### config.mk
export PLATFORM = sky130hd
export DESIGN_NAME = twr_distance_median_filter
export DESIGN_NICKNAME = d
export VERILOG_FILES = /design/src/rtl/twrdm_pkg.sv /design/src/rtl/twr_distance_median_filter.sv /design/src/rtl/twrdm_serial_mul.sv /design/src/rtl/twrdm_serial_div.sv
export SDC_FILE = /design/constraint.sdc
export NUM_CORES = 2
export LEC_CHECK = 0
export BUFFER_PORTS_ARGS = -buffer_cell sky130_fd_sc_hd__buf_2
export CAP_MARGIN = 10
export CORE_UTILIZATION = 63
export CTS_BUF_LIST = sky130_fd_sc_hd__clkbuf_16
export DETAILED_ROUTE_END_ITERATION = 6
export PLACE_DENSITY = 0.81
export SLEW_MARGIN = 0
export SYNTH_ARGS = -nofsm -noshare
export SYNTH_HDL_FRONTEND = slang
export SYNTH_SLANG_ARGS = --single-unit
### constraint.sdc
create_clock -name aclk -period 13.15 [get_ports aclk]
set_clock_uncertainty 0.15 [all_clocks]
set_input_delay 1.9725 -clock aclk [delete_from_list [all_inputs] [get_ports aclk]]
set_output_delay 1.9725 -clock aclk [all_outputs]
set_load 0.01 [all_outputs]
### src/rtl/twrdm_pkg.sv
// Package for the ranging distance median filter: widths, register map, states.
// No dependencies.
`timescale 1ns / 1ps
package twrdm_pkg;
    localparam int TS_W        = 32;
    localparam int DIST_W      = 16;
    localparam int SCALE_W     = 24;
    localparam int PEER_W      = 3;
    localparam int HIST_DEPTH  = 3;
    localparam int DEF_PEERS   = 8;
    localparam int PROD_W      = 64;
    localparam int DEN_W       = 34;

    localparam logic [SCALE_W-1:0] SCALE_RST  = 24'd307479;
    localparam logic [DIST_W-1:0]  OFFSET_RST = 16'd1000;
    localparam logic [DIST_W-1:0]  THRESH_RST = 16'd500;

    typedef enum logic [1:0] {
        REG_SCALE  = 2'd0,
        REG_OFFSET = 2'd1,
        REG_THRESH = 2'd2
    } reg_idx_t;

    typedef enum logic [2:0] {
        ST_IDLE,
        ST_MUL,
        ST_DIV,
        ST_SCALE,
        ST_FILT,
        ST_OUT
    } state_t;

    function automatic logic [DIST_W-1:0] mid3(input logic [DIST_W-1:0] a,
                                               input logic [DIST_W-1:0] b,
                                               input logic [DIST_W-1:0] c);
        logic [DIST_W-1:0] r;
        if (a <= b && a <= c)      r = (b <= c) ? b : c;
        else if (b <= a && b <= c) r = (a <= c) ? a : c;
        else                       r = (a <= b) ? a : b;
        return r;
    endfunction
endpackage

### src/rtl/twr_distance_median_filter.sv
// Top level: ranging distance from timestamps plus per-peer median filter.
// Depends on twrdm_pkg, twrdm_serial_mul, twrdm_serial_div.
`timescale 1ns / 1ps
// Usage:
//  - Input stream s_*: one beat per command. tuser = {peer_index, command}
//    (command bit 0). tdata carries six 32-bit timestamps then the reported
//    distance (208 bits). Result stream m_*: tuser = peer_out, tdata =
//    {updated, filtered_distance, raw_distance}, padded to 40 bits.
//  - APB port: reg 0 mm_per_tick_q16 at 0x0, reg 1 offset_mm at 0x4,
//    reg 2 outlier_threshold_mm at 0x8. pready is always high.
//  - Command 0: two 32-step products, a 64-step divide, a 32-step scale
//    multiply, then filter and output. A zero divisor skips divide and scale.
//    A zero or huge quotient, or zero scale, skips the scale multiply.
//    Command 1: the reported distance goes straight to filter and output.
//    One item at a time; the next beat can be accepted in the cycle after
//    the result beat is taken.
//  - s_tready is high only when idle; a result waits in the output register
//    while m_tready is low and the next item is held off until it is taken.
//  - Reset clears history, insert positions, stored distances and restores
//    register defaults; no clearing pass (all state is in flip-flops).
module twr_distance_median_filter import twrdm_pkg::*; #(
    parameter int PEERS = DEF_PEERS
) (
    input  logic         aclk,
    input  logic         aresetn,
    input  logic         s_tvalid,
    output logic         s_tready,
    input  logic [207:0] s_tdata,   // poll_sent, answer_received, final_sent,
                                    // poll_received, answer_sent, final_received,
                                    // reported_distance
    input  logic [3:0]   s_tuser,   // command, peer_index
    output logic         m_tvalid,
    input  logic         m_tready,
    output logic [39:0]  m_tdata,   // raw_distance, filtered_distance, updated, pad
    output logic [2:0]   m_tuser,   // peer_out
    input  logic         psel,
    input  logic         penable,
    input  logic         pwrite,
    input  logic [3:0]   paddr,
    input  logic [31:0]  pwdata,
    output logic [31:0]  prdata,
    output logic         pready
);
    localparam int PIW = (PEERS > 1) ? $clog2(PEERS) : 1;

    // configuration
    logic [SCALE_W-1:0] scale_reg;
    logic [DIST_W-1:0]  offset_reg, thresh_reg;
    logic               wr_en;
    reg_idx_t           widx;
    assign pready = 1'b1;
    assign wr_en  = psel && penable && pwrite && pready;
    assign widx   = reg_idx_t'(paddr[3:2]);

    always_ff @(posedge aclk) begin
        if (!aresetn) begin
            scale_reg  <= SCALE_RST;
            offset_reg <= OFFSET_RST;
            thresh_reg <= THRESH_RST;
        end else if (wr_en) begin
            unique case (widx)
                REG_SCALE:  scale_reg  <= pwdata[SCALE_W-1:0];
                REG_OFFSET: offset_reg <= pwdata[DIST_W-1:0];
                REG_THRESH: thresh_reg <= pwdata[DIST_W-1:0];
                default: ;
            endcase
        end
    end

    always_comb begin
        unique case (widx)
            REG_SCALE:  prdata = {8'd0, scale_reg};
            REG_OFFSET: prdata = {16'd0, offset_reg};
            REG_THRESH: prdata = {16'd0, thresh_reg};
            default:    prdata = '0;
        endcase
    end

    // input capture
    logic [TS_W-1:0] round1_reg, round2_reg, reply1_reg, reply2_reg;
    logic [DIST_W-1:0] rep_reg;
    logic [PEER_W-1:0] peer_reg;
    logic              cmd_reg;
    logic              in_acc;
    assign in_acc = s_tvalid && s_tready;

    always_ff @(posedge aclk) begin
        if (in_acc) begin
            cmd_reg    <= s_tuser[0];
            peer_reg   <= s_tuser[3:1];
            round1_reg <= s_tdata[63:32]   - s_tdata[31:0];
            reply1_reg <= s_tdata[159:128] - s_tdata[127:96];
            round2_reg <= s_tdata[191:160] - s_tdata[159:128];
            reply2_reg <= s_tdata[95:64]   - s_tdata[63:32];
            rep_reg    <= s_tdata[207:192];
        end
    end

    // state machine
    state_t state_reg, state_next;
    logic [1:0] phase_reg, phase_next;   // 0: prod1, 1: prod2, 2: scale

    logic              mul_start, mul_done;
    logic [31:0]       mul_a, mul_b;
    logic [63:0]       mul_p;
    logic              div_start, div_done;
    logic [63:0]       div_q;
    logic [63:0]       prod1_reg;
    logic              neg_reg;
    logic [63:0]       mag_reg;
    logic [DEN_W-1:0]  den_reg;
    logic [DIST_W-1:0] raw_reg;
    logic [63:0]       q_reg;

    twrdm_serial_mul #(.AW(32), .BW(32)) u_mul (
        .aclk, .aresetn, .start(mul_start), .a(mul_a), .b(mul_b),
        .done(mul_done), .p(mul_p)
    );
    twrdm_serial_div #(.NW(64), .DW(DEN_W)) u_div (
        .aclk, .aresetn, .start(div_start), .num(mag_reg), .den(den_reg),
        .done(div_done), .quo(div_q)
    );

    always_comb begin
        unique case (phase_reg)
            2'd0:    begin mul_a = round1_reg; mul_b = round2_reg; end
            2'd1:    begin mul_a = reply1_reg; mul_b = reply2_reg; end
            default: begin mul_a = q_reg[31:0]; mul_b = {8'd0, scale_reg}; end
        endcase
    end

    logic start_pulse_reg;

    always_comb begin
        state_next = state_reg;
        phase_next = phase_reg;
        unique case (state_reg)
            ST_IDLE: if (in_acc) begin
                state_next = s_tuser[0] ? ST_FILT : ST_MUL;
                phase_next = 2'd0;
            end
            ST_MUL: if (mul_done) begin
                if (phase_reg == 2'd0) phase_next = 2'd1;
                else                   state_next = ST_DIV;
            end
            ST_DIV: if (div_done || den_reg == '0) state_next = ST_SCALE;
            ST_SCALE: if (den_reg == '0 || q_reg == '0 || scale_reg == '0
                          || q_reg[63:32] != '0 || mul_done) state_next = ST_FILT;
            ST_FILT: state_next = ST_OUT;
            ST_OUT: if (m_tready) state_next = ST_IDLE;
            default: state_next = ST_IDLE;
        endcase
    end

    always_comb begin
        mul_start = start_pulse_reg && (state_reg == ST_MUL || state_reg == ST_SCALE);
        div_start = start_pulse_reg && (state_reg == ST_DIV) && den_reg != '0;
        s_tready  = (state_reg == ST_IDLE);
        m_tvalid  = (state_reg == ST_OUT);
    end

    always_ff @(posedge aclk) begin
        if (!aresetn) begin
            state_reg       <= ST_IDLE;
            phase_reg       <= 2'd0;
            start_pulse_reg <= 1'b0;
        end else begin
            state_reg       <= state_next;
            phase_reg       <= (state_next == ST_SCALE) ? 2'd2 : phase_next;
            start_pulse_reg <= (state_next != state_reg) || (phase_next != phase_reg);
        end
    end

    // datapath registers
    logic [56:0] sum_pos;
    logic [57:0] base_w;
    assign base_w  = {26'd0, offset_reg, 16'd0};
    assign sum_pos = 57'(base_w) + 57'(mul_p);

    always_ff @(posedge aclk) begin
        if (state_reg == ST_MUL && phase_reg == 2'd0 && state_next == ST_MUL
            && start_pulse_reg) begin
            den_reg <= 34'(round1_reg) + 34'(round2_reg) + 34'(reply1_reg)
                       + 34'(reply2_reg);
        end
        if (state_reg == ST_MUL && mul_done) begin
            if (phase_reg == 2'd0) prod1_reg <= mul_p;
            else begin
                neg_reg <= prod1_reg < mul_p;
                mag_reg <= (prod1_reg < mul_p) ? mul_p - prod1_reg : prod1_reg - mul_p;
            end
        end
        if (state_reg == ST_DIV && div_done) q_reg <= div_q;
        if (state_reg == ST_IDLE && in_acc) q_reg <= '0;
        if (state_reg == ST_SCALE && state_next == ST_FILT) begin
            if (den_reg == '0)
                raw_reg <= '0;
            else if (q_reg[63:32] != '0)
                raw_reg <= neg_reg ? 16'd0 : 16'hFFFF;
            else if (q_reg == '0 || scale_reg == '0)
                raw_reg <= offset_reg;
            else if (neg_reg)
                raw_reg <= (mul_p[55:0] >= base_w[55:0]) ? 16'd0
                         : 16'(base_w[31:16] - mul_p[31:16]
                               - 16'(base_w[15:0] < mul_p[15:0]));
            else
                raw_reg <= (sum_pos[56:32] != '0) ? 16'hFFFF : sum_pos[31:16];
        end
        if (state_reg == ST_IDLE && in_acc && s_tuser[0]) raw_reg <= s_tdata[207:192];
    end

    // filter tables
    logic [DIST_W-1:0] hist_reg [PEERS][HIST_DEPTH];
    logic [1:0]        pos_reg  [PEERS];
    logic [DIST_W-1:0] dist_reg [PEERS];
    logic [DIST_W-1:0] filt_reg;
    logic              upd_reg;
    logic              peer_ok;
    logic [PIW-1:0]    pi;
    logic [DIST_W-1:0] med, gap;
    logic [1:0]        npos;

    assign peer_ok = 32'(peer_reg) < PEERS;
    assign pi      = PIW'(peer_reg);
    assign med     = mid3(hist_reg[pi][0], hist_reg[pi][1], hist_reg[pi][2]);
    assign gap     = (med > raw_reg) ? med - raw_reg : raw_reg - med;
    assign npos    = (pos_reg[pi] == 2'd2) ? 2'd0 : pos_reg[pi] + 2'd1;

    always_ff @(posedge aclk) begin
        if (!aresetn) begin
            for (int i = 0; i < PEERS; i++) begin
                pos_reg[i]  <= '0;
                dist_reg[i] <= '0;
                for (int j = 0; j < HIST_DEPTH; j++) hist_reg[i][j] <= '0;
            end
            upd_reg <= 1'b0;
        end else if (state_reg == ST_FILT) begin
            upd_reg <= peer_ok && raw_reg != '0;
            if (peer_ok && raw_reg != '0) begin
                dist_reg[pi]       <= (gap > thresh_reg) ? med : raw_reg;
                pos_reg[pi]        <= npos;
                hist_reg[pi][npos] <= raw_reg;
            end
        end
    end

    always_ff @(posedge aclk) begin
        if (state_reg == ST_FILT)
            filt_reg <= !peer_ok ? '0
                      : (raw_reg != '0) ? ((gap > thresh_reg) ? med : raw_reg)
                      : dist_reg[pi];
    end

    assign m_tuser = peer_reg;
    assign m_tdata = {7'd0, upd_reg, filt_reg, raw_reg};

    ap_one_side: assert property (@(posedge aclk) disable iff (!aresetn)
        !(s_tready && m_tvalid)) else $error("both sides open");
    ap_out_hold: assert property (@(posedge aclk) disable iff (!aresetn)
        m_tvalid && !m_tready |=> m_tvalid && $stable(m_tdata)) else $error("out hold");
    ap_upd_nz: assert property (@(posedge aclk) disable iff (!aresetn)
        m_tvalid && m_tdata[32] |-> m_tdata[15:0] != '0) else $error("upd zero");
    ap_pos_rng: assert property (@(posedge aclk) disable iff (!aresetn)
        pos_reg[pi] != 2'd3) else $error("pos range");
endmodule

### src/rtl/twrdm_serial_mul.sv
// Bit-serial unsigned multiplier: one multiplier bit per cycle, shift-add.
// Depends on twrdm_pkg.
`timescale 1ns / 1ps
module twrdm_serial_mul import twrdm_pkg::*; #(
    parameter int AW = 32,
    parameter int BW = 32
) (
    input  logic              aclk,
    input  logic              aresetn,
    input  logic              start,
    input  logic [AW-1:0]     a,
    input  logic [BW-1:0]     b,
    output logic              done,
    output logic [AW+BW-1:0]  p
);
    localparam int CW = $clog2(BW + 1);
    logic [AW+BW-1:0] acc_reg, acc_next;
    logic [AW+BW-1:0] mcand_reg, mcand_next;
    logic [BW-1:0]    mplier_reg, mplier_next;
    logic [CW-1:0]    cnt_reg, cnt_next;
    logic             busy_reg, busy_next;
    logic             done_reg, done_next;

    always_comb begin
        acc_next    = acc_reg;
        mcand_next  = mcand_reg;
        mplier_next = mplier_reg;
        cnt_next    = cnt_reg;
        busy_next   = busy_reg;
        done_next   = busy_reg && (cnt_reg == CW'(1)) && !start;
        if (start) begin
            acc_next    = '0;
            mcand_next  = {{BW{1'b0}}, a};
            mplier_next = b;
            cnt_next    = CW'(BW);
            busy_next   = 1'b1;
        end else if (busy_reg) begin
            if (mplier_reg[0]) acc_next = acc_reg + mcand_reg;
            mcand_next  = mcand_reg << 1;
            mplier_next = mplier_reg >> 1;
            cnt_next    = cnt_reg - 1'b1;
            if (cnt_reg == CW'(1)) busy_next = 1'b0;
        end
    end

    always_ff @(posedge aclk) begin
        if (!aresetn) begin
            busy_reg <= 1'b0;
            cnt_reg  <= '0;
            done_reg <= 1'b0;
        end else begin
            busy_reg <= busy_next;
            cnt_reg  <= cnt_next;
            done_reg <= done_next;
        end
        acc_reg    <= acc_next;
        mcand_reg  <= mcand_next;
        mplier_reg <= mplier_next;
    end

    // done rises once the last add is registered, so p is the full product
    assign done = done_reg && !start;
    assign p    = acc_reg;

    ap_idle_count: assert property (@(posedge aclk) disable iff (!aresetn)
        !busy_reg |-> cnt_reg == '0 || !$past(busy_reg)) else $error("mul count");
    ap_done_ends: assert property (@(posedge aclk) disable iff (!aresetn)
        done |-> !busy_reg) else $error("mul done");
    ap_busy_cnt: assert property (@(posedge aclk) disable iff (!aresetn)
        busy_reg |-> cnt_reg != '0) else $error("mul busy");
endmodule

### src/rtl/twrdm_serial_div.sv
// Restoring divider, one quotient bit per cycle.
// Depends on twrdm_pkg.
`timescale 1ns / 1ps
module twrdm_serial_div import twrdm_pkg::*; #(
    parameter int NW = 64,
    parameter int DW = 34
) (
    input  logic          aclk,
    input  logic          aresetn,
    input  logic          start,
    input  logic [NW-1:0] num,
    input  logic [DW-1:0] den,
    output logic          done,
    output logic [NW-1:0] quo
);
    localparam int CW = $clog2(NW + 1);
    logic [DW:0]    rem_reg, rem_next;
    logic [NW-1:0]  q_reg, q_next;
    logic [DW-1:0]  d_reg, d_next;
    logic [CW-1:0]  cnt_reg, cnt_next;
    logic           busy_reg, busy_next;
    logic           done_reg, done_next;
    logic [DW+1:0]  trial;

    always_comb begin
        rem_next  = rem_reg;
        q_next    = q_reg;
        d_next    = d_reg;
        cnt_next  = cnt_reg;
        busy_next = busy_reg;
        done_next = busy_reg && (cnt_reg == CW'(1)) && !start;
        trial     = {rem_reg, q_reg[NW-1]} - {2'b0, d_reg};
        if (start) begin
            rem_next  = '0;
            q_next    = num;
            d_next    = den;
            cnt_next  = CW'(NW);
            busy_next = 1'b1;
        end else if (busy_reg) begin
            if (!trial[DW+1]) begin
                rem_next = trial[DW:0];
                q_next   = {q_reg[NW-2:0], 1'b1};
            end else begin
                rem_next = {rem_reg[DW-1:0], q_reg[NW-1]};
                q_next   = {q_reg[NW-2:0], 1'b0};
            end
            cnt_next = cnt_reg - 1'b1;
            if (cnt_reg == CW'(1)) busy_next = 1'b0;
        end
    end

    always_ff @(posedge aclk) begin
        if (!aresetn) begin
            busy_reg <= 1'b0;
            cnt_reg  <= '0;
            done_reg <= 1'b0;
        end else begin
            busy_reg <= busy_next;
            cnt_reg  <= cnt_next;
            done_reg <= done_next;
        end
        rem_reg <= rem_next;
        q_reg   <= q_next;
        d_reg   <= d_next;
    end

    // done rises once the last quotient bit is registered
    assign done = done_reg && !start;
    assign quo  = q_reg;

    ap_busy_cnt: assert property (@(posedge aclk) disable iff (!aresetn)
        busy_reg |-> cnt_reg != '0) else $error("div busy");
    ap_done_ends: assert property (@(posedge aclk) disable iff (!aresetn)
        done |-> !busy_reg) else $error("div done");
    ap_rem_bound: assert property (@(posedge aclk) disable iff (!aresetn)
        busy_reg && $past(busy_reg) |-> rem_reg < {1'b0, d_reg}) else $error("div rem");
endmodule
==> results_dict.tcl <==
set metrics [dict create \
    clk_path_buf_depth 3 \
    ys_ff_latch 1294 \
    end_kind "register" \
    chipWidth_um 358.3 \
    cts_root_buf "clkbuf_16" \
    most-common-layout-cells "edfxtp_1 (1016), nand2_1 (874), a21oi_1 (730), inv_1 (557), nor2_1 (545)" \
    async_flop_share_pct 0 \
    vias 65100 \
    leakage_nw 35.60 \
    synth_cell_types 104 \
    path_max_fanout 33 \
    synth-edff-count 1016 \
    ioPinCount 333 \
    wl_per_cell_um 24.91 \
    rsz0062_at_grt "no" \
    hold_buffers 0 \
    dp.cells 9651 \
    fp.dieArea_mm2 0.1284 \
    cpPeakStageDelay_ns 0.87 \
    ys_dominant_reg_cell "edfxtp_1" \
    cts_resized 0 \
    stdcell_count 9921 \
    worstSkewPairLatency_ns 0.82 \
    path_clk_slew_ns 0.06 \
    fillCellCount 9142 \
    finalPower_mw 18.10 \
    worstPathArrival_ns 12.12 \
    ys_warn_count 0 \
    final_common_cell "edfxtp_1" \
    setup_viol_count_final 0 \
    area_growth_pct 9.482 \
    status "finished, violations left" \
    post-route-period-util_pct 89.39 \
    wirelength_mm 247.2 \
    nNetsFinal 9016 \
    hp-class "reg -> reg" \
    drv_cap 0 \
    fmax_mhz 85.07 \
    cp.required_ns 13.52 \
    start_kind "register" \
    hold_path_startpoint "den_reg[23]" \
    grt_first_pass_wirelength_mm 371.0 \
    ant_nets 0 \
    synth_top_cell_by_area "edfxtp_1" \
    place_hpwl_mm 177.3 \
    synth_area_per_cell_um2 9.999 \
    antenna_found_initial 23 \
    clock-sinks 1294 \
    drc 1 \
    synthesis.area_mm2 0.07999 \
    gp_congestion 1.041 \
    synth_top_area_share_pct 38.14 \
    initial_utilization_pct 63.62 \
    grt_pass1_vias 62370 \
    first_pass_iters 7 \
    largest_register_ffs 384 \
    min_period_ns 11.76 \
    io_buffers 306 \
    grt.overflow.total 0 \
    drt-initial-drc-count 8720 \
    maxSlewHeadroom_pct 13.51 \
    finalMaxSlewViolations 0 \
    synthCells 8000 \
    grt_max_degree 111 \
    post-cts-setup-buffer-count 0 \
    grt_usage_pct 38.09 \
    power_density_mw_per_mm2 206.7 \
    tightest_slew_ns 1.297 \
    cp_slowest_cell "dfxtp_4" \
    drive_gt1_share_pct 11.11 \
    final.setup.tns_ns 0 \
    path_class "reg -> reg" \
    violations "DRC" \
    ys_top_cells_by_area "edfxtp_1 (38%), ha_1 (8.3%), dfxtp_1 (7.0%)" \
    num_rows 130 \
    dpl-instance-area_mm2 0.08295 \
    htreeDepth 4 \
    via_per_inst 6.562 \
    design_area_mm2 0.08758 \
    die_h_um 358.3 \
    finalHoldViolations 0 \
    synth_seq_area_share_pct 45.10 \
    coreArea_mm2 0.1257 \
    cts_tree "done" \
    peakVddDrop_mv 0.3881 \
    numCtsBuffers 139 \
]
[where the power goes]
part / leakage, nW / total [mW] / switching (mW) / internal (mW)
logic: 21.0 / 8.84 / 5.65 / 3.19
registers: 12.2 / 5.29 / 0.345 / 4.95
clock network: 2.36 / 3.97 / 1.71 / 2.26
total: 35.6 / 18.1 / 7.70 / 10.4
[synth_stat cells, types with 72 or more instances]
cell type / number
dfxtp_1: 278
xnor2_1: 227
nor2b_1: 77
fa_1: 84
nand3_1: 105
o21ai_0: 393
inv_1: 525
nand2_1: 883
mux4_2: 132
a21o_1: 229
ha_1: 533
nand4_1: 72
a21oi_1: 730
nor2_1: 548
clkbuf_1: 343
nor3_1: 482
mux2i_1: 218
xor2_1: 105
o21a_1: 79
o21bai_1: 81
edfxtp_1: 1016
[cell type report]
type                            count  area (µm²)  area share [%]
Clock buffer                      144        3603           4.115
Antenna cell                       11       27.53         0.03143
Clock inverter                    113       977.2           1.116
Sequential cell                  1294       36100           41.22
Inverter                          545        2052           2.343
Multi-Input combinational cell   5725       40170           45.87
Timing Repair Buffer              439        2584           2.950
Tap cell                         1650        2064           2.357
[critical path, delay by kind of cell (launching register included)]
family / cells / cell delay, ns
AO/OA/AOI/OAI: 21 / 4.80
XOR/XNOR: 1 / 0.34
adder cells (fa/ha/maj): 4 / 1.14
buffers and inverters: 6 / 1.51
flip-flops: 1 / 0.87
multiplexers: 3 / 1.45
AND/OR/NAND/NOR: 5 / 1.14
[cells by family after synthesis]
| logic type | Yosys count | share of synthesized area (%) |
|---|---|---|
| simple gates | 2464 | 14.12 |
| flops | 1294 | 45.10 |
| mux | 387 | 7.001 |
| fa+ha+maj | 617 | 10.44 |
| xor+xnor | 332 | 3.635 |
| other cells | 2 | 0.009388 |
| compound gates | 1909 | 14.79 |
| buf+inv | 995 | 4.905 |
[stage by stage]
| stage | hold WS (ns) | util, % | setup slack, ns |
|---|---|---|---|
| 2_1_floorplan | 0.2768 | - | 3.347 |
| 3_3_place_gp | 0.2839 | 65.97 | 1.560 |
| 3_5_place_dp | 0.2848 | 65.97 | 1.610 |
| 4_1_cts | 0.2958 | 69.62 | 1.537 |
| 5_1_grt | 0.3055 | 69.64 | 0.7719 |
| 6_report | 0.2958 | 69.65 | 1.395 |
[layer usage]
metal,vias up,track usage [%],share of wire [%]
met5,-,0,0.049
met4,16,17.13,5.1
met3,679,9.193,12
met2,3944,57.09,43
met1,31300,52.54,39
li1,29160,-,-
[worst paths after layout]
path / endpoint / slack, ns / cells past startpoint
setup / recovery: filt_reg[2] / 1.39 / 40
hold / removal: u_div.d_reg[23] / 0.30 / 0
setup reg to reg: filt_reg[2] / 1.39 / 40
hold reg to reg: u_div.d_reg[23] / 0.30 / 0
Power figures use the tool's default switching activity.
